==> src/otq_pkg.sv <==
// Shared types, constants and helper functions for the outline to quadratic curve block.
`timescale 1ns / 1ps

package otq_pkg;

    localparam int FRAC_BITS_DEF  = 8;
    localparam int BAND_COUNT_DEF = 8;
    localparam int COORD_W        = 16;
    localparam int POINT_W        = 24;
    localparam int BAND_W         = 3;
    localparam int WIDE_W         = 40;
    localparam int REG_IDX_W      = 2;

    localparam logic [2:0] OP_MOVE  = 3'd0;
    localparam logic [2:0] OP_LINE  = 3'd1;
    localparam logic [2:0] OP_QUAD  = 3'd2;
    localparam logic [2:0] OP_CUBIC = 3'd3;
    localparam logic [2:0] OP_END   = 3'd4;

    localparam logic [REG_IDX_W-1:0] REG_BOX_X_MIN = 2'd0;
    localparam logic [REG_IDX_W-1:0] REG_BOX_Y_MIN = 2'd1;
    localparam logic [REG_IDX_W-1:0] REG_BOX_X_MAX = 2'd2;
    localparam logic [REG_IDX_W-1:0] REG_BOX_Y_MAX = 2'd3;

    typedef logic signed [WIDE_W-1:0] wide_t;

    localparam wide_t PT_MAX = 40'sd8388607;
    localparam wide_t PT_MIN = -40'sd8388608;

    typedef struct packed {
        logic [2:0]                opcode;
        logic signed [COORD_W-1:0] end_x;
        logic signed [COORD_W-1:0] end_y;
        logic signed [COORD_W-1:0] ctrl_a_x;
        logic signed [COORD_W-1:0] ctrl_a_y;
        logic signed [COORD_W-1:0] ctrl_b_x;
        logic signed [COORD_W-1:0] ctrl_b_y;
    } in_word_t;

    typedef struct packed {
        logic signed [POINT_W-1:0] start_px;
        logic signed [POINT_W-1:0] start_py;
        logic signed [POINT_W-1:0] mid_px;
        logic signed [POINT_W-1:0] mid_py;
        logic signed [POINT_W-1:0] stop_px;
        logic signed [POINT_W-1:0] stop_py;
        logic [BAND_W-1:0]         hband_lo;
        logic [BAND_W-1:0]         hband_hi;
        logic [BAND_W-1:0]         vband_lo;
        logic [BAND_W-1:0]         vband_hi;
        logic                      bands_valid;
        logic                      last;
    } out_word_t;

    typedef struct packed {
        logic signed [POINT_W-1:0] coord;
        logic signed [COORD_W-1:0] lo;
        logic [COORD_W-1:0]        size;
    } band_req_t;

    function automatic wide_t sext16(input logic [COORD_W-1:0] v);
        return {{(WIDE_W-COORD_W){v[COORD_W-1]}}, v};
    endfunction

    function automatic wide_t sext24(input logic [POINT_W-1:0] v);
        return {{(WIDE_W-POINT_W){v[POINT_W-1]}}, v};
    endfunction

    function automatic logic signed [POINT_W-1:0] sat_point(input wide_t v);
        logic signed [POINT_W-1:0] r;
        if (v > PT_MAX) begin
            r = PT_MAX[POINT_W-1:0];
        end else if (v < PT_MIN) begin
            r = PT_MIN[POINT_W-1:0];
        end else begin
            r = v[POINT_W-1:0];
        end
        return r;
    endfunction

endpackage

==> src/otq_push.sv <==
// Iterative unit for the sideways push of a diagonal line: squares, long division and root search.
`timescale 1ns / 1ps

module otq_push #(
    parameter int FRAC_BITS = otq_pkg::FRAC_BITS_DEF
) (
    input  logic                 aclk,
    input  logic                 aresetn,
    input  logic                 start,
    input  logic [15:0]          adx,
    input  logic [15:0]          ady,
    output logic                 done,
    output logic [FRAC_BITS-2:0] mag_x,
    output logic [FRAC_BITS-2:0] mag_y
);

    localparam int QW   = 2 * FRAC_BITS - 3;
    localparam int NW   = FRAC_BITS - 1;
    localparam int SW   = 33;
    localparam int RW   = SW + 1;
    localparam int CNTW = $clog2(QW + 1);

    typedef enum logic [2:0] {P_IDLE, P_SQX, P_SQY, P_SUM, P_DIV, P_ROOT, P_DONE} pstate_t;

    pstate_t         state_reg;
    logic [15:0]     adx_reg, ady_reg;
    logic [31:0]     sqx_reg, sqy_reg;
    logic [SW-1:0]   s_reg;
    logic [RW-1:0]   rem_reg;
    logic [QW-1:0]   shin_reg, quo_reg;
    logic [CNTW-1:0] cnt_reg;
    logic [NW-1:0]   mask_reg, root_reg, mag_x_reg, mag_y_reg;
    logic            pass_reg, done_reg;

    logic [15:0]     mul_a, mul_b;
    logic [31:0]     prod;
    logic [RW-1:0]   trial;
    logic            fits;
    logic [NW-1:0]   cand, root_next;
    logic [NW:0]     odd_t;
    logic            root_ok;

    assign trial     = {rem_reg[RW-2:0], shin_reg[QW-1]};
    assign fits      = trial >= {1'b0, s_reg};
    assign cand      = root_reg | mask_reg;
    assign odd_t     = {cand, 1'b0} - 1'b1;
    assign prod      = mul_a * mul_b;
    assign root_ok   = prod <= 32'(quo_reg);
    assign root_next = root_ok ? cand : root_reg;

    always_comb begin
        unique case (state_reg)
            P_SQX: begin
                mul_a = adx_reg;
                mul_b = adx_reg;
            end
            P_SQY: begin
                mul_a = ady_reg;
                mul_b = ady_reg;
            end
            P_ROOT: begin
                mul_a = 16'(odd_t);
                mul_b = 16'(odd_t);
            end
            default: begin
                mul_a = '0;
                mul_b = '0;
            end
        endcase
    end

    always_ff @(posedge aclk) begin
        if (!aresetn) begin
            state_reg <= P_IDLE;
            done_reg  <= 1'b0;
            pass_reg  <= 1'b0;
        end else begin
            done_reg <= 1'b0;
            unique case (state_reg)
                P_IDLE: begin
                    if (start) begin
                        adx_reg   <= adx;
                        ady_reg   <= ady;
                        state_reg <= P_SQX;
                    end
                end
                P_SQX: begin
                    sqx_reg   <= prod;
                    state_reg <= P_SQY;
                end
                P_SQY: begin
                    sqy_reg   <= prod;
                    state_reg <= P_SUM;
                end
                P_SUM: begin
                    s_reg     <= {1'b0, sqx_reg} + {1'b0, sqy_reg};
                    rem_reg   <= RW'(sqy_reg >> 1);
                    shin_reg  <= {sqy_reg[0], {(QW-1){1'b0}}};
                    quo_reg   <= '0;
                    cnt_reg   <= CNTW'(QW);
                    pass_reg  <= 1'b0;
                    state_reg <= P_DIV;
                end
                P_DIV: begin
                    rem_reg  <= fits ? trial - {1'b0, s_reg} : trial;
                    quo_reg  <= {quo_reg[QW-2:0], fits};
                    shin_reg <= shin_reg << 1;
                    cnt_reg  <= cnt_reg - 1'b1;
                    if (cnt_reg == CNTW'(1)) begin
                        root_reg  <= '0;
                        mask_reg  <= {1'b1, {(NW-1){1'b0}}};
                        state_reg <= P_ROOT;
                    end
                end
                P_ROOT: begin
                    root_reg <= root_next;
                    mask_reg <= mask_reg >> 1;
                    if (mask_reg[0]) begin
                        if (!pass_reg) begin
                            mag_x_reg <= root_next;
                            pass_reg  <= 1'b1;
                            rem_reg   <= RW'(sqx_reg >> 1);
                            shin_reg  <= {sqx_reg[0], {(QW-1){1'b0}}};
                            quo_reg   <= '0;
                            cnt_reg   <= CNTW'(QW);
                            state_reg <= P_DIV;
                        end else begin
                            mag_y_reg <= root_next;
                            state_reg <= P_DONE;
                        end
                    end
                end
                P_DONE: begin
                    done_reg  <= 1'b1;
                    state_reg <= P_IDLE;
                end
                default: state_reg <= P_IDLE;
            endcase
        end
    end

    assign done  = done_reg;
    assign mag_x = mag_x_reg;
    assign mag_y = mag_y_reg;

endmodule

==> src/otq_band.sv <==
// Iterative band index unit: counts the band edges that a coordinate reaches inside the glyph box.
`timescale 1ns / 1ps

module otq_band #(
    parameter int FRAC_BITS  = otq_pkg::FRAC_BITS_DEF,
    parameter int BAND_COUNT = otq_pkg::BAND_COUNT_DEF
) (
    input  logic                       aclk,
    input  logic                       aresetn,
    input  logic                       start,
    input  otq_pkg::band_req_t         req,
    output logic                       done,
    output logic [otq_pkg::BAND_W-1:0] band
);

    localparam int CW   = $clog2(BAND_COUNT);
    localparam int NUMW = FRAC_BITS + 26 + CW;

    typedef enum logic [1:0] {B_IDLE, B_STEP, B_DONE} bstate_t;

    bstate_t                   state_reg;
    logic signed [NUMW-1:0]    num_reg, den_reg, thr_reg;
    logic [CW-1:0]             cnt_reg, k_reg;
    logic [otq_pkg::BAND_W-1:0] band_reg;
    logic                      done_reg;

    otq_pkg::wide_t            diff_w;
    logic signed [NUMW-1:0]    num_w, den_w;

    assign diff_w = otq_pkg::sext24(req.coord) - (otq_pkg::sext16(req.lo) <<< FRAC_BITS);
    assign num_w  = NUMW'(diff_w) * NUMW'(BAND_COUNT);
    assign den_w  = signed'(NUMW'(req.size) << FRAC_BITS);

    always_ff @(posedge aclk) begin
        if (!aresetn) begin
            state_reg <= B_IDLE;
            done_reg  <= 1'b0;
        end else begin
            done_reg <= 1'b0;
            unique case (state_reg)
                B_IDLE: begin
                    if (start) begin
                        num_reg   <= num_w;
                        den_reg   <= den_w;
                        thr_reg   <= den_w;
                        cnt_reg   <= '0;
                        k_reg     <= CW'(1);
                        state_reg <= B_STEP;
                    end
                end
                B_STEP: begin
                    if (num_reg >= thr_reg) begin
                        cnt_reg <= cnt_reg + 1'b1;
                    end
                    thr_reg <= thr_reg + den_reg;
                    k_reg   <= k_reg + 1'b1;
                    if (k_reg == CW'(BAND_COUNT - 1)) begin
                        state_reg <= B_DONE;
                    end
                end
                B_DONE: begin
                    band_reg  <= otq_pkg::BAND_W'(cnt_reg);
                    done_reg  <= 1'b1;
                    state_reg <= B_IDLE;
                end
                default: state_reg <= B_IDLE;
            endcase
        end
    end

    assign done = done_reg;
    assign band = band_reg;

endmodule

==> src/outline_to_quadratic_curves_core.sv <==
// Top level of the outline to quadratic curve block: command sequencer, contour state and result register.
`timescale 1ns / 1ps

// Usage: outline commands enter on the s_ channel, one word per command, and quadratic
// curves leave on the m_ channel, one word per curve, with last set on the final curve
// of a command. A move or end gives one closing line or none, a cubic gives two, a line or
// quad gives one, and other opcodes give none. The glyph box is written through cfg_we,
// cfg_index and cfg_data; the user must do so only while the block is idle, which the block
// itself does not enforce. One command is worked on at a time; s_ready is low from acceptance
// until its last curve has been taken. Each curve, when the box is not empty, passes through
// the band unit for its four band indices; a diagonal line also passes through the push unit
// for its division and root search. A result stays on m_data with m_valid high until m_ready;
// the sequencer waits meanwhile. Reset, synchronous and active low on aresetn, clears the box,
// the current point, the contour start and the open contour flag, and drops m_valid.

module outline_to_quadratic_curves_core #(
    parameter int FRAC_BITS  = otq_pkg::FRAC_BITS_DEF,
    parameter int BAND_COUNT = otq_pkg::BAND_COUNT_DEF
) (
    input  logic                          aclk,
    input  logic                          aresetn,
    input  logic                          s_valid,
    output logic                          s_ready,
    input  otq_pkg::in_word_t             s_data,
    output logic                          m_valid,
    input  logic                          m_ready,
    output otq_pkg::out_word_t            m_data,
    input  logic                          cfg_we,
    input  logic [otq_pkg::REG_IDX_W-1:0] cfg_index,
    input  logic [otq_pkg::COORD_W-1:0]   cfg_data
);

    localparam int NW = FRAC_BITS - 1;

    localparam logic [1:0] BAND_Y_LO = 2'd0;
    localparam logic [1:0] BAND_Y_HI = 2'd1;
    localparam logic [1:0] BAND_X_LO = 2'd2;
    localparam logic [1:0] BAND_X_HI = 2'd3;

    typedef enum logic [2:0] {
        S_IDLE, S_DECODE, S_LINE, S_PUSH, S_BUILD, S_BAND_GO, S_BAND_WAIT, S_OUT
    } state_t;

    typedef enum logic [1:0] {K_LINE, K_QUAD, K_CUB1, K_CUB2} kind_t;

    state_t             state_reg;
    kind_t              kind_reg;
    otq_pkg::in_word_t  in_reg;
    otq_pkg::out_word_t out_reg;
    logic               m_valid_reg, push_start_reg, band_start_reg;
    logic [1:0]         band_idx_reg;
    logic [15:0]        cur_x_reg, cur_y_reg, org_x_reg, org_y_reg;
    logic               open_reg;
    logic [15:0]        cur_x_next, cur_y_next, org_x_next, org_y_next;
    logic               open_next;
    logic [15:0]        box_x_min_reg, box_y_min_reg, box_x_max_reg, box_y_max_reg;
    logic [15:0]        lx0_reg, ly0_reg, lx1_reg, ly1_reg;
    logic [NW-1:0]      ox_reg, oy_reg;

    logic signed [16:0] box_w, box_h, dx_w, dy_w;
    logic               bands_ok, diag, dx_pos, dy_pos;
    logic [15:0]        adx, ady;
    logic               push_done, band_done;
    logic [NW-1:0]      mag_x, mag_y;
    logic [otq_pkg::BAND_W-1:0] band_val;
    otq_pkg::band_req_t band_req;

    otq_pkg::wide_t cx, cy, ax, ay, bx, by, ex, ey, l0x, l0y, l1x, l1y, offx, offy;
    otq_pkg::wide_t mx, my;
    otq_pkg::wide_t p0, p1, p2, p3, p4, p5;

    function automatic logic signed [23:0] min3(input logic signed [23:0] a,
                                                input logic signed [23:0] b,
                                                input logic signed [23:0] c);
        logic signed [23:0] m;
        m = (a < b) ? a : b;
        return (m < c) ? m : c;
    endfunction

    function automatic logic signed [23:0] max3(input logic signed [23:0] a,
                                                input logic signed [23:0] b,
                                                input logic signed [23:0] c);
        logic signed [23:0] m;
        m = (a > b) ? a : b;
        return (m > c) ? m : c;
    endfunction

    assign box_w    = {box_x_max_reg[15], box_x_max_reg} - {box_x_min_reg[15], box_x_min_reg};
    assign box_h    = {box_y_max_reg[15], box_y_max_reg} - {box_y_min_reg[15], box_y_min_reg};
    assign bands_ok = !box_w[16] && (box_w != '0) && !box_h[16] && (box_h != '0);

    assign dx_w   = {lx1_reg[15], lx1_reg} - {lx0_reg[15], lx0_reg};
    assign dy_w   = {ly1_reg[15], ly1_reg} - {ly0_reg[15], ly0_reg};
    assign adx    = dx_w[16] ? 16'(-dx_w) : dx_w[15:0];
    assign ady    = dy_w[16] ? 16'(-dy_w) : dy_w[15:0];
    assign diag   = (dx_w != '0) && (dy_w != '0);
    assign dx_pos = !dx_w[16] && (dx_w != '0);
    assign dy_pos = !dy_w[16] && (dy_w != '0);

    always_comb begin
        cx   = otq_pkg::sext16(cur_x_reg);
        cy   = otq_pkg::sext16(cur_y_reg);
        ax   = otq_pkg::sext16(in_reg.ctrl_a_x);
        ay   = otq_pkg::sext16(in_reg.ctrl_a_y);
        bx   = otq_pkg::sext16(in_reg.ctrl_b_x);
        by   = otq_pkg::sext16(in_reg.ctrl_b_y);
        ex   = otq_pkg::sext16(in_reg.end_x);
        ey   = otq_pkg::sext16(in_reg.end_y);
        l0x  = otq_pkg::sext16(lx0_reg);
        l0y  = otq_pkg::sext16(ly0_reg);
        l1x  = otq_pkg::sext16(lx1_reg);
        l1y  = otq_pkg::sext16(ly1_reg);
        offx = {{(otq_pkg::WIDE_W-NW){1'b0}}, ox_reg};
        offy = {{(otq_pkg::WIDE_W-NW){1'b0}}, oy_reg};
        mx   = (cx + (ax <<< 1) + ax + (bx <<< 1) + bx + ex) <<< (FRAC_BITS - 3);
        my   = (cy + (ay <<< 1) + ay + (by <<< 1) + by + ey) <<< (FRAC_BITS - 3);
        case (kind_reg)
            K_LINE: begin
                p0 = l0x <<< FRAC_BITS;
                p1 = l0y <<< FRAC_BITS;
                p2 = ((l0x + l1x) <<< (FRAC_BITS - 1)) + (dy_pos ? -offx : offx);
                p3 = ((l0y + l1y) <<< (FRAC_BITS - 1)) + (dx_pos ? offy : -offy);
                p4 = l1x <<< FRAC_BITS;
                p5 = l1y <<< FRAC_BITS;
            end
            K_QUAD: begin
                p0 = cx <<< FRAC_BITS;
                p1 = cy <<< FRAC_BITS;
                p2 = ax <<< FRAC_BITS;
                p3 = ay <<< FRAC_BITS;
                p4 = ex <<< FRAC_BITS;
                p5 = ey <<< FRAC_BITS;
            end
            K_CUB1: begin
                p0 = cx <<< FRAC_BITS;
                p1 = cy <<< FRAC_BITS;
                p2 = (cx + ax) <<< (FRAC_BITS - 1);
                p3 = (cy + ay) <<< (FRAC_BITS - 1);
                p4 = mx;
                p5 = my;
            end
            default: begin
                p0 = mx;
                p1 = my;
                p2 = (ax + (bx <<< 1) + ex) <<< (FRAC_BITS - 2);
                p3 = (ay + (by <<< 1) + ey) <<< (FRAC_BITS - 2);
                p4 = ex <<< FRAC_BITS;
                p5 = ey <<< FRAC_BITS;
            end
        endcase
    end

    always_comb begin
        unique case (band_idx_reg)
            BAND_Y_LO: begin
                band_req.coord = min3(out_reg.start_py, out_reg.mid_py, out_reg.stop_py);
                band_req.lo    = box_y_min_reg;
                band_req.size  = box_h[15:0];
            end
            BAND_Y_HI: begin
                band_req.coord = max3(out_reg.start_py, out_reg.mid_py, out_reg.stop_py);
                band_req.lo    = box_y_min_reg;
                band_req.size  = box_h[15:0];
            end
            BAND_X_LO: begin
                band_req.coord = min3(out_reg.start_px, out_reg.mid_px, out_reg.stop_px);
                band_req.lo    = box_x_min_reg;
                band_req.size  = box_w[15:0];
            end
            default: begin
                band_req.coord = max3(out_reg.start_px, out_reg.mid_px, out_reg.stop_px);
                band_req.lo    = box_x_min_reg;
                band_req.size  = box_w[15:0];
            end
        endcase
    end

    always_comb begin
        cur_x_next = cur_x_reg;
        cur_y_next = cur_y_reg;
        org_x_next = org_x_reg;
        org_y_next = org_y_reg;
        open_next  = open_reg;
        unique case (in_reg.opcode) inside
            otq_pkg::OP_MOVE: begin
                cur_x_next = in_reg.end_x;
                cur_y_next = in_reg.end_y;
                org_x_next = in_reg.end_x;
                org_y_next = in_reg.end_y;
                open_next  = 1'b1;
            end
            otq_pkg::OP_END: begin
                cur_x_next = '0;
                cur_y_next = '0;
                org_x_next = '0;
                org_y_next = '0;
                open_next  = 1'b0;
            end
            otq_pkg::OP_LINE, otq_pkg::OP_QUAD, otq_pkg::OP_CUBIC: begin
                cur_x_next = in_reg.end_x;
                cur_y_next = in_reg.end_y;
            end
            default: begin
                open_next = open_reg;
            end
        endcase
    end

    always_ff @(posedge aclk) begin
        if (!aresetn) begin
            box_x_min_reg <= '0;
            box_y_min_reg <= '0;
            box_x_max_reg <= '0;
            box_y_max_reg <= '0;
        end else if (cfg_we) begin
            unique case (cfg_index)
                otq_pkg::REG_BOX_X_MIN: box_x_min_reg <= cfg_data;
                otq_pkg::REG_BOX_Y_MIN: box_y_min_reg <= cfg_data;
                otq_pkg::REG_BOX_X_MAX: box_x_max_reg <= cfg_data;
                otq_pkg::REG_BOX_Y_MAX: box_y_max_reg <= cfg_data;
                default: box_x_min_reg <= box_x_min_reg;
            endcase
        end
    end

    always_ff @(posedge aclk) begin
        if (!aresetn) begin
            state_reg      <= S_IDLE;
            m_valid_reg    <= 1'b0;
            push_start_reg <= 1'b0;
            band_start_reg <= 1'b0;
            cur_x_reg      <= '0;
            cur_y_reg      <= '0;
            org_x_reg      <= '0;
            org_y_reg      <= '0;
            open_reg       <= 1'b0;
        end else begin
            push_start_reg <= 1'b0;
            band_start_reg <= 1'b0;
            unique case (state_reg)
                S_IDLE: begin
                    if (s_valid) begin
                        in_reg    <= s_data;
                        state_reg <= S_DECODE;
                    end
                end
                S_DECODE: begin
                    unique case (in_reg.opcode) inside
                        otq_pkg::OP_MOVE, otq_pkg::OP_END: begin
                            if (open_reg && ((cur_x_reg != org_x_reg) ||
                                             (cur_y_reg != org_y_reg))) begin
                                lx0_reg   <= cur_x_reg;
                                ly0_reg   <= cur_y_reg;
                                lx1_reg   <= org_x_reg;
                                ly1_reg   <= org_y_reg;
                                kind_reg  <= K_LINE;
                                state_reg <= S_LINE;
                            end else begin
                                cur_x_reg <= cur_x_next;
                                cur_y_reg <= cur_y_next;
                                org_x_reg <= org_x_next;
                                org_y_reg <= org_y_next;
                                open_reg  <= open_next;
                                state_reg <= S_IDLE;
                            end
                        end
                        otq_pkg::OP_LINE: begin
                            lx0_reg   <= cur_x_reg;
                            ly0_reg   <= cur_y_reg;
                            lx1_reg   <= in_reg.end_x;
                            ly1_reg   <= in_reg.end_y;
                            kind_reg  <= K_LINE;
                            state_reg <= S_LINE;
                        end
                        otq_pkg::OP_QUAD: begin
                            kind_reg  <= K_QUAD;
                            state_reg <= S_BUILD;
                        end
                        otq_pkg::OP_CUBIC: begin
                            kind_reg  <= K_CUB1;
                            state_reg <= S_BUILD;
                        end
                        default: state_reg <= S_IDLE;
                    endcase
                end
                S_LINE: begin
                    if (diag) begin
                        push_start_reg <= 1'b1;
                        state_reg      <= S_PUSH;
                    end else begin
                        ox_reg    <= '0;
                        oy_reg    <= '0;
                        state_reg <= S_BUILD;
                    end
                end
                S_PUSH: begin
                    if (push_done) begin
                        ox_reg    <= mag_x;
                        oy_reg    <= mag_y;
                        state_reg <= S_BUILD;
                    end
                end
                S_BUILD: begin
                    out_reg.start_px    <= otq_pkg::sat_point(p0);
                    out_reg.start_py    <= otq_pkg::sat_point(p1);
                    out_reg.mid_px      <= otq_pkg::sat_point(p2);
                    out_reg.mid_py      <= otq_pkg::sat_point(p3);
                    out_reg.stop_px     <= otq_pkg::sat_point(p4);
                    out_reg.stop_py     <= otq_pkg::sat_point(p5);
                    out_reg.bands_valid <= bands_ok;
                    out_reg.last        <= (kind_reg != K_CUB1);
                    if (bands_ok) begin
                        band_idx_reg <= BAND_Y_LO;
                        state_reg    <= S_BAND_GO;
                    end else begin
                        out_reg.hband_lo <= '0;
                        out_reg.hband_hi <= '0;
                        out_reg.vband_lo <= '0;
                        out_reg.vband_hi <= '0;
                        m_valid_reg      <= 1'b1;
                        state_reg        <= S_OUT;
                    end
                end
                S_BAND_GO: begin
                    band_start_reg <= 1'b1;
                    state_reg      <= S_BAND_WAIT;
                end
                S_BAND_WAIT: begin
                    if (band_done) begin
                        case (band_idx_reg)
                            BAND_Y_LO: out_reg.hband_lo <= band_val;
                            BAND_Y_HI: out_reg.hband_hi <= band_val;
                            BAND_X_LO: out_reg.vband_lo <= band_val;
                            default:   out_reg.vband_hi <= band_val;
                        endcase
                        if (band_idx_reg == BAND_X_HI) begin
                            m_valid_reg <= 1'b1;
                            state_reg   <= S_OUT;
                        end else begin
                            band_idx_reg <= band_idx_reg + 1'b1;
                            state_reg    <= S_BAND_GO;
                        end
                    end
                end
                S_OUT: begin
                    if (m_ready) begin
                        m_valid_reg <= 1'b0;
                        if (kind_reg == K_CUB1) begin
                            kind_reg  <= K_CUB2;
                            state_reg <= S_BUILD;
                        end else begin
                            cur_x_reg <= cur_x_next;
                            cur_y_reg <= cur_y_next;
                            org_x_reg <= org_x_next;
                            org_y_reg <= org_y_next;
                            open_reg  <= open_next;
                            state_reg <= S_IDLE;
                        end
                    end
                end
                default: state_reg <= S_IDLE;
            endcase
        end
    end

    otq_push #(
        .FRAC_BITS(FRAC_BITS)
    ) u_push (
        .aclk    (aclk),
        .aresetn (aresetn),
        .start   (push_start_reg),
        .adx     (adx),
        .ady     (ady),
        .done    (push_done),
        .mag_x   (mag_x),
        .mag_y   (mag_y)
    );

    otq_band #(
        .FRAC_BITS  (FRAC_BITS),
        .BAND_COUNT (BAND_COUNT)
    ) u_band (
        .aclk    (aclk),
        .aresetn (aresetn),
        .start   (band_start_reg),
        .req     (band_req),
        .done    (band_done),
        .band    (band_val)
    );

    assign s_ready = (state_reg == S_IDLE);
    assign m_valid = m_valid_reg;
    assign m_data  = out_reg;

endmodule

==> config.mk <==
export PLATFORM = sky130hd
export DESIGN_NAME = outline_to_quadratic_curves_core
export DESIGN_NICKNAME = d
export VERILOG_FILES = /design/src/otq_pkg.sv /design/src/otq_push.sv /design/src/otq_band.sv /design/src/outline_to_quadratic_curves_core.sv
export SDC_FILE = /design/constraint.sdc
export NUM_CORES = 2
export LEC_CHECK = 0
export ABC_AREA = 0
export BUFFER_PORTS_ARGS = -buffer_cell sky130_fd_sc_hd__clkbuf_2
export CAP_MARGIN = 20
export CORE_MARGIN = 5
export CORE_UTILIZATION = 55
export CTS_CLUSTER_DIAMETER = 60
export DETAILED_ROUTE_END_ITERATION = 10
export PLACE_DENSITY_LB_ADDON = 0.15
export SLEW_MARGIN = 10
export SYNTH_ARGS = -nofsm -noshare
export SYNTH_HDL_FRONTEND = slang
export SYNTH_SLANG_ARGS = --single-unit
==> constraint.sdc <==
create_clock -name aclk -period 20.5 [get_ports aclk]
set_clock_uncertainty 0.15 [all_clocks]
set_input_delay 0 -clock aclk [delete_from_list [all_inputs] [get_ports aclk]]
set_output_delay 0 -clock aclk [all_outputs]
set_load 0.01 [all_outputs]
Word level (Yosys, flattened, before mapping)
Cells that the tools add are included.
{"block": "op_classes", "order_cmp": 23, "muxes": 140, "n_reduce_logical": 70, "bitwise": 2, "add_sub_neg": 37, "n_eq_ne": 59, "multipliers": 1}
{"op": "$pmux W16 S2", "n": 12}
{"op": "$mux W16", "n": 22}
{"op": "$mux W24", "n": 14}
{"op": "$pmux W40 S2", "n": 4}
{"op": "$gt A40 B24 Y1 const B", "n": 6}
{"op": "$lt A40 B24 Y1 const B", "n": 6}
{"op": "$pmux W40 S3", "n": 2}
{"op": "$pmux W56 S3", "n": 1}
{"op": "$mux W33", "n": 3}
{"op": "$pmux W33 S3", "n": 1}
{"op": "$gt A24 B24 Y1", "n": 4}
{"op": "$lt A24 B24 Y1", "n": 4}
{"op": "$add A24 B40 Y40", "n": 2}
{"op": "$mux W40", "n": 2}
{"op": "$neg A7 Y40", "n": 2}
{"op": "$pmux W13 S3", "n": 2}
{"op": "$add A18 B16 Y19", "n": 4}
{"op": "$pmux W37 S2", "n": 1}
{"op": "$add A16 B17 Y18", "n": 4}
{"op": "$add A16 B16 Y17", "n": 4}
{"op": "$reduce_bool A17 Y1", "n": 4}
{"op": "$sub A16 B16 Y17", "n": 4}
{"op": "$pmux W7 S2", "n": 4}
{"op": "$mux W13", "n": 4}
{"op": "other kinds (62)", "n": 216}
{"block": "word_totals", "input_bits": 122, "elab_cells": 396, "reg_bits": 798}

Longest topological paths before layout
{"block": "logic_depth", "depth_word": 8, "ltp_mapped": 39, "depth_no_buf": 37}

By module
Synthesis repeated with hierarchy kept, for this count alone.
{"block": "hier_totals", "hier_cells": 7272, "area_unflattened_um2": 67743.7}
{"module": "outline_to_quadratic_curves_core", "n_inst": 1, "cells_per_inst": 4806, "area_each_um2": 43215.2}
{"module": "otq_push", "n_inst": 1, "cells_per_inst": 1896, "area_each_um2": 18749.2}
{"module": "otq_band", "n_inst": 1, "cells_per_inst": 570, "area_each_um2": 5779.3}

Worst setup path after synthesis
OpenSTA, ideal clock, no wires.
{"block": "synth_path", "kind": "register -> register", "startpoint": "reg u_push.state_reg[1]", "endpoint": "reg u_push.root_reg[0], data pin", "synth_period_minus_slack_ns": 8.602, "t_arrival_ns": 8.312, "setup_slack_ns": 11.898, "path_buffers": 3, "stages_incl_launch_ff": 35, "required_time_ns": 20.210, "path_cell_list": "dfxtp_1 -> buf_2 -> nor2b_1 -> clkbuf_1 -> nand2_1 -> a21oi_1 -> inv_1 -> clkbuf_1 -> nor2_1 -> fa_1 -> ha_1 -> or2_2 -> fa_1 -> inv_1 -> fa_1 -> inv_1 -> fa_1 -> inv_1 -> fa_1 -> inv_1 -> ha_1 -> o211ai_1 -> a31oi_1 -> nor2_1 -> xnor2_1 -> ha_1 -> nand2_1 -> nor4_1 -> a21oi_1 -> or3_1 -> a2111oi_0 -> or4b_1 -> nor4_4 -> a31oi_1 -> nor2_1"}
{"block": "synth_via", "elab_chain_cells": 6, "elab_cells_between_ends": 9}
{"element": "from (decl)", "line": "otq_push.sv:25", "text": "pstate_t state_reg;"}
{"element": "from (signal assigned)", "line": "otq_push.sv:74", "text": "state_reg <= P_IDLE;"}
{"element": "from (signal assigned)", "line": "otq_push.sv:84", "text": "state_reg <= P_SQX;"}
{"element": "from (signal assigned)", "line": "otq_push.sv:89", "text": "state_reg <= P_SQY;"}
{"element": "$eq A3 B3 Y1, or another cell as far along", "line": "otq_push.sv:52", "text": "unique case (state_reg)"}
{"element": "$pmux W16 S3 (*)", "line": "otq_push.sv:52"}
{"element": "$mul A16 B16 Y32 (*)", "line": "otq_push.sv:47", "text": "assign prod = mul_a * mul_b;"}
{"element": "net u_push.prod[12]", "line": "otq_push.sv:36", "text": "logic [31:0] prod;"}
{"element": "$le A32 B13 Y1 (*)", "line": "otq_push.sv:48", "text": "assign root_ok = prod <= 32'(quo_reg);"}
{"element": "$mux W7 (*)", "line": "otq_push.sv:49", "text": "assign root_next = root_ok ? cand : root_reg;"}
{"element": "$pmux W7 S2 (*)", "line": "otq_push.sv:79", "text": "unique case (state_reg)"}
{"element": "to (signal assigned)", "line": "otq_push.sv:116", "text": "root_reg <= root_next;"}
{"element": "to (decl)", "line": "otq_push.sv:32", "text": "logic [NW-1:0] mask_reg, root_reg, mag_x_reg, mag_y_reg;"}
Mark *: on every way through the listed nets, which the timed path passes. The rest lies on a longest branch.
A chain may end at the register's enable or synchronous reset.

Worst setup path after layout
{"block": "layout_path", "startpoint": "reg u_push.state_reg[1]", "endpoint": "reg u_push.root_reg[4], data pin"}
The elaborated chain is that of the path after synthesis.

==> impl_metrics.py <==
metrics = {
    "routing": {
        "drc": 0,
        "ant_nets": 0,
        "vias": 55200,
        "wl_per_cell_microns": 24.6,
        "drtIter0Drc": 5823,
        "routed_wl_mm": 218,
        "drt_first_pass_iters": 6,
        "avgViaCountPerCell": 6.24,
    },
    "job": {
        "cap_violations": 0,
    },
    "yosys": {
        "synth_largest_area_cell": "edfxtp_1",
        "synth_top_cell_area_share_pct": 28.1,
        "synthTopCellsByArea": "edfxtp_1 (28%), ha_1 (13%), fa_1 (10%), dfxtp_1 (4.4%), inv_1 (3.6%)",
        "synth_edf_count": 608,
        "synthCells": 6798,
        "synth_cell_types": 98,
        "yosysSeqAreaShare_pct": 32.5,
        "syn_avg_cell_area_sq_um": 9.57,
        "yosysWarningCount": 0,
        "synthFlopType": "edfxtp_1",
        "syn_nets": 7915,
        "synthArstFlopShare_pct": 0,
        "syn-cell-area_sq_um": 65000,
        "synth-seq-cells": 751,
    },
    "layout": {
        "layout_commonest_cell": "ha_1",
        "fin_area_sq_um": 73700,
        "final_cell_mix": "ha_1 (652), inv_1 (631), nand2_1 (609)",
        "layout-drive-gt1-share_pct": 9.67,
        "final_cells": 8853,
        "nFillCells": 9729,
        "largest_reg_flops": 142,
        "seq_area_sq_um": 21100,
        "multi_input_area_sq_um": 40600,
        "nets": 8349,
        "areaGrowthSynthToFinish_pct": 13.3,
    },
    "timing": {
        "period_needed_ps": 10730,
        "setup_viol": 0,
        "clock.fmax_mhz": 93.2,
        "relSlewSlack_pct": 26.4,
        "tns_ps": 0,
        "slew_viol_final": 0,
        "worst_pin_slew_ps": 1090,
        "hold_violations": 0,
        "fin_crit_sh_pct": 52.4,
        "rsz0062_at_grt": "no",
    },
    "clocking": {
        "cts_resized": 0,
        "cts_tree": "done",
        "cts_max_path_buffers": 3,
        "cts_buffers": 94,
        "cts_setup_buffers": 0,
        "cts.clk_slew.worst_paths_ps": 60,
        "htreeDepth": 3,
        "cts_sinks": 751,
        "clk_latency_ps": 730,
        "cts-root-buf": "clkbuf_16",
    },
    "placement": {
        "gp_congestion": 0.999,
        "io_buffers": 281,
        "hpwl_mm": 168,
        "dp.cells": 8413,
        "place_area_sq_um": 67900,
    },
    "worst_hold_path": {
        "hold_start": "cfg_data[7]",
        "hold_path_depth": 4,
        "hold-path-endpoint": "box_x_min_reg[7]",
        "hp-class": "in -> reg",
    },
    "status": {
        "outcome": "finished clean",
    },
    "die": {
        "die-area_sq_um": 125000,
        "die_w_microns": 354,
        "rows": 126,
        "die_y_microns": 354,
        "coreArea_sq_um": 118000,
        "start_util_pct": 55.2,
        "pin_count": 282,
    },
    "critical_path": {
        "timing.rr.start": "u_push.state_reg[1]",
        "critical_path.endpoint_type": "flop",
        "rr_worst_depth": 35,
        "rrSetupSlack_ps": 9770,
        "critPathKind": "reg -> reg",
        "worstPathRequired_ps": 20900,
        "cp_slowest_cell": "a2111oi_0",
        "path_common_cell": "inv_1",
        "max_stage_delay_ps": 650,
        "cp.arrival_ps": 11140,
        "critPathLaunchType": "flop",
        "crit_fanout": 61,
        "reg2reg_to": "u_push.root_reg[4]",
    },
    "grt": {
        "track_usage_pct": 34.0,
        "grt_max_degree": 86,
        "grt_pass1_wl_mm": 328,
        "grt_pass1_vias": 54300,
        "use_met2_pct": 53.4,
        "grt_overflow_total": 0,
        "groute.layer.met1.usage_pct": 46.0,
        "met3_usage_pct": 7.79,
        "busiest_layer": "met2",
        "antenna_found_initial": 8,
    },
    "power_and_ir_drop": {
        "p_total_w": 0.00711,
        "p_leak_nw": 31.5,
        "max-vdd-ir-drop_uv": 110,
        "p_per_area_nw_per_um2": 96.5,
    },
}
## where the power goes
| group | switching [W] | internal (W) |
|---|---|---|
| Combinational | 0.00217 | 0.00129 |
| Clock | 0.000708 | 0.000997 |
| Sequential | 0.000125 | 0.00181 |
| Total | 0.00301 | 0.00410 |
## cell type report
type	count	share of cell area (%)
multi-input cells	5145	55.1
flip-flops and latches	751	28.7
repair buffers	604	6.06
clock buffers	118	3.54
inverters	636	3.24
well taps	1536	2.61
clock inverters	58	0.752
diodes	5	0.0170
## cells by family after synthesis
logic type,count (synthesis),share of synthesized area (%)
flops,751,32.5
compound gates,1863,18.9
xor+xnor,362,4.89
fa+ha+maj,995,23.1
mux,120,2.04
simple gates,1805,13.4
buf+inv,902,5.32
## cell usage after synthesis (all sizes together) (15+ instances only)
cell	count
a21oi	447
o21a	88
a22o	20
and2	31
a21boi	82
nand4	57
nand2	610
nor2	423
and3	64
nor2b	138
o21ai	370
a21o	160
a211oi	66
nand3	108
or2	37
mux2	95
a31o	21
nor3b	45
o31a	18
mux2i	25
nand3b	15
a211o	19
dfxtp	143
nor3	103
xor2	133
a31oi	73
o211ai	44
nor4	34
a221oi	42
or3	34
a2111oi	18
o31ai	52
buf	38
o22ai	28
nand2b	62
inv	631
o2bb2ai	23
o21bai	41
ha	656
fa	339
xnor2	229
edfxtp	608
o221ai	19
a22oi	118
clkbuf	228
## critical path, delay by kind of cell, from the launching register on
| family | cells | cell delay [ps] |
|---|---|---|
| XOR/XNOR | 1 | 180 |
| adder cells (fa/ha/maj) | 8 | 3640 |
| AND/OR/NAND/NOR | 10 | 2660 |
| AO/OA/AOI/OAI | 6 | 1750 |
| buffers and inverters | 10 | 1610 |
| flip-flops | 1 | 580 |
## routing by layer
metal | routed length, microns | up-vias
li1 | - | 25300
met1 | 89700 | 26900
met2 | 96700 | 2543
met3 | 21500 | 456
met4 | 9640 | 4
met5 | 24 | -
## timing repair
| action | 4_1_cts | 5_1_grt |
|---|---|---|
| endpoints found under the hold margin | 219 | 0 |
| hold buffers | 255 | 0 |
| endpoints found under the setup margin | 0 | 0 |
## worst max path at each step
stage / from / end / depth (start not counted)
floorplan: u_push.state_reg[1] / u_push.root_reg[0] / 34
global placement: u_push.state_reg[2] / u_push.root_reg[5] / 35
detailed placement: u_push.state_reg[1] / u_push.root_reg[4] / 35
CTS: u_push.state_reg[1] / u_push.root_reg[4] / 35
global route: u_push.state_reg[1] / u_push.root_reg[6] / 35
finish: u_push.state_reg[1] / u_push.root_reg[4] / 35
## metrics by stage
step | setup slack [ps] | hold slack, ps | utilization, %
after CTS | 9750 | 0.668 | 62.5
after detailed placement | 9850 | 28.6 | 57.7
after global routing | 9110 | 61.0 | 62.6
after global placement | 9940 | 26.4 | 57.7
final | 9770 | 48.5 | 62.6
after floorplan | 11900 | -51.1 | -
(Power assumes the default switching activity.)
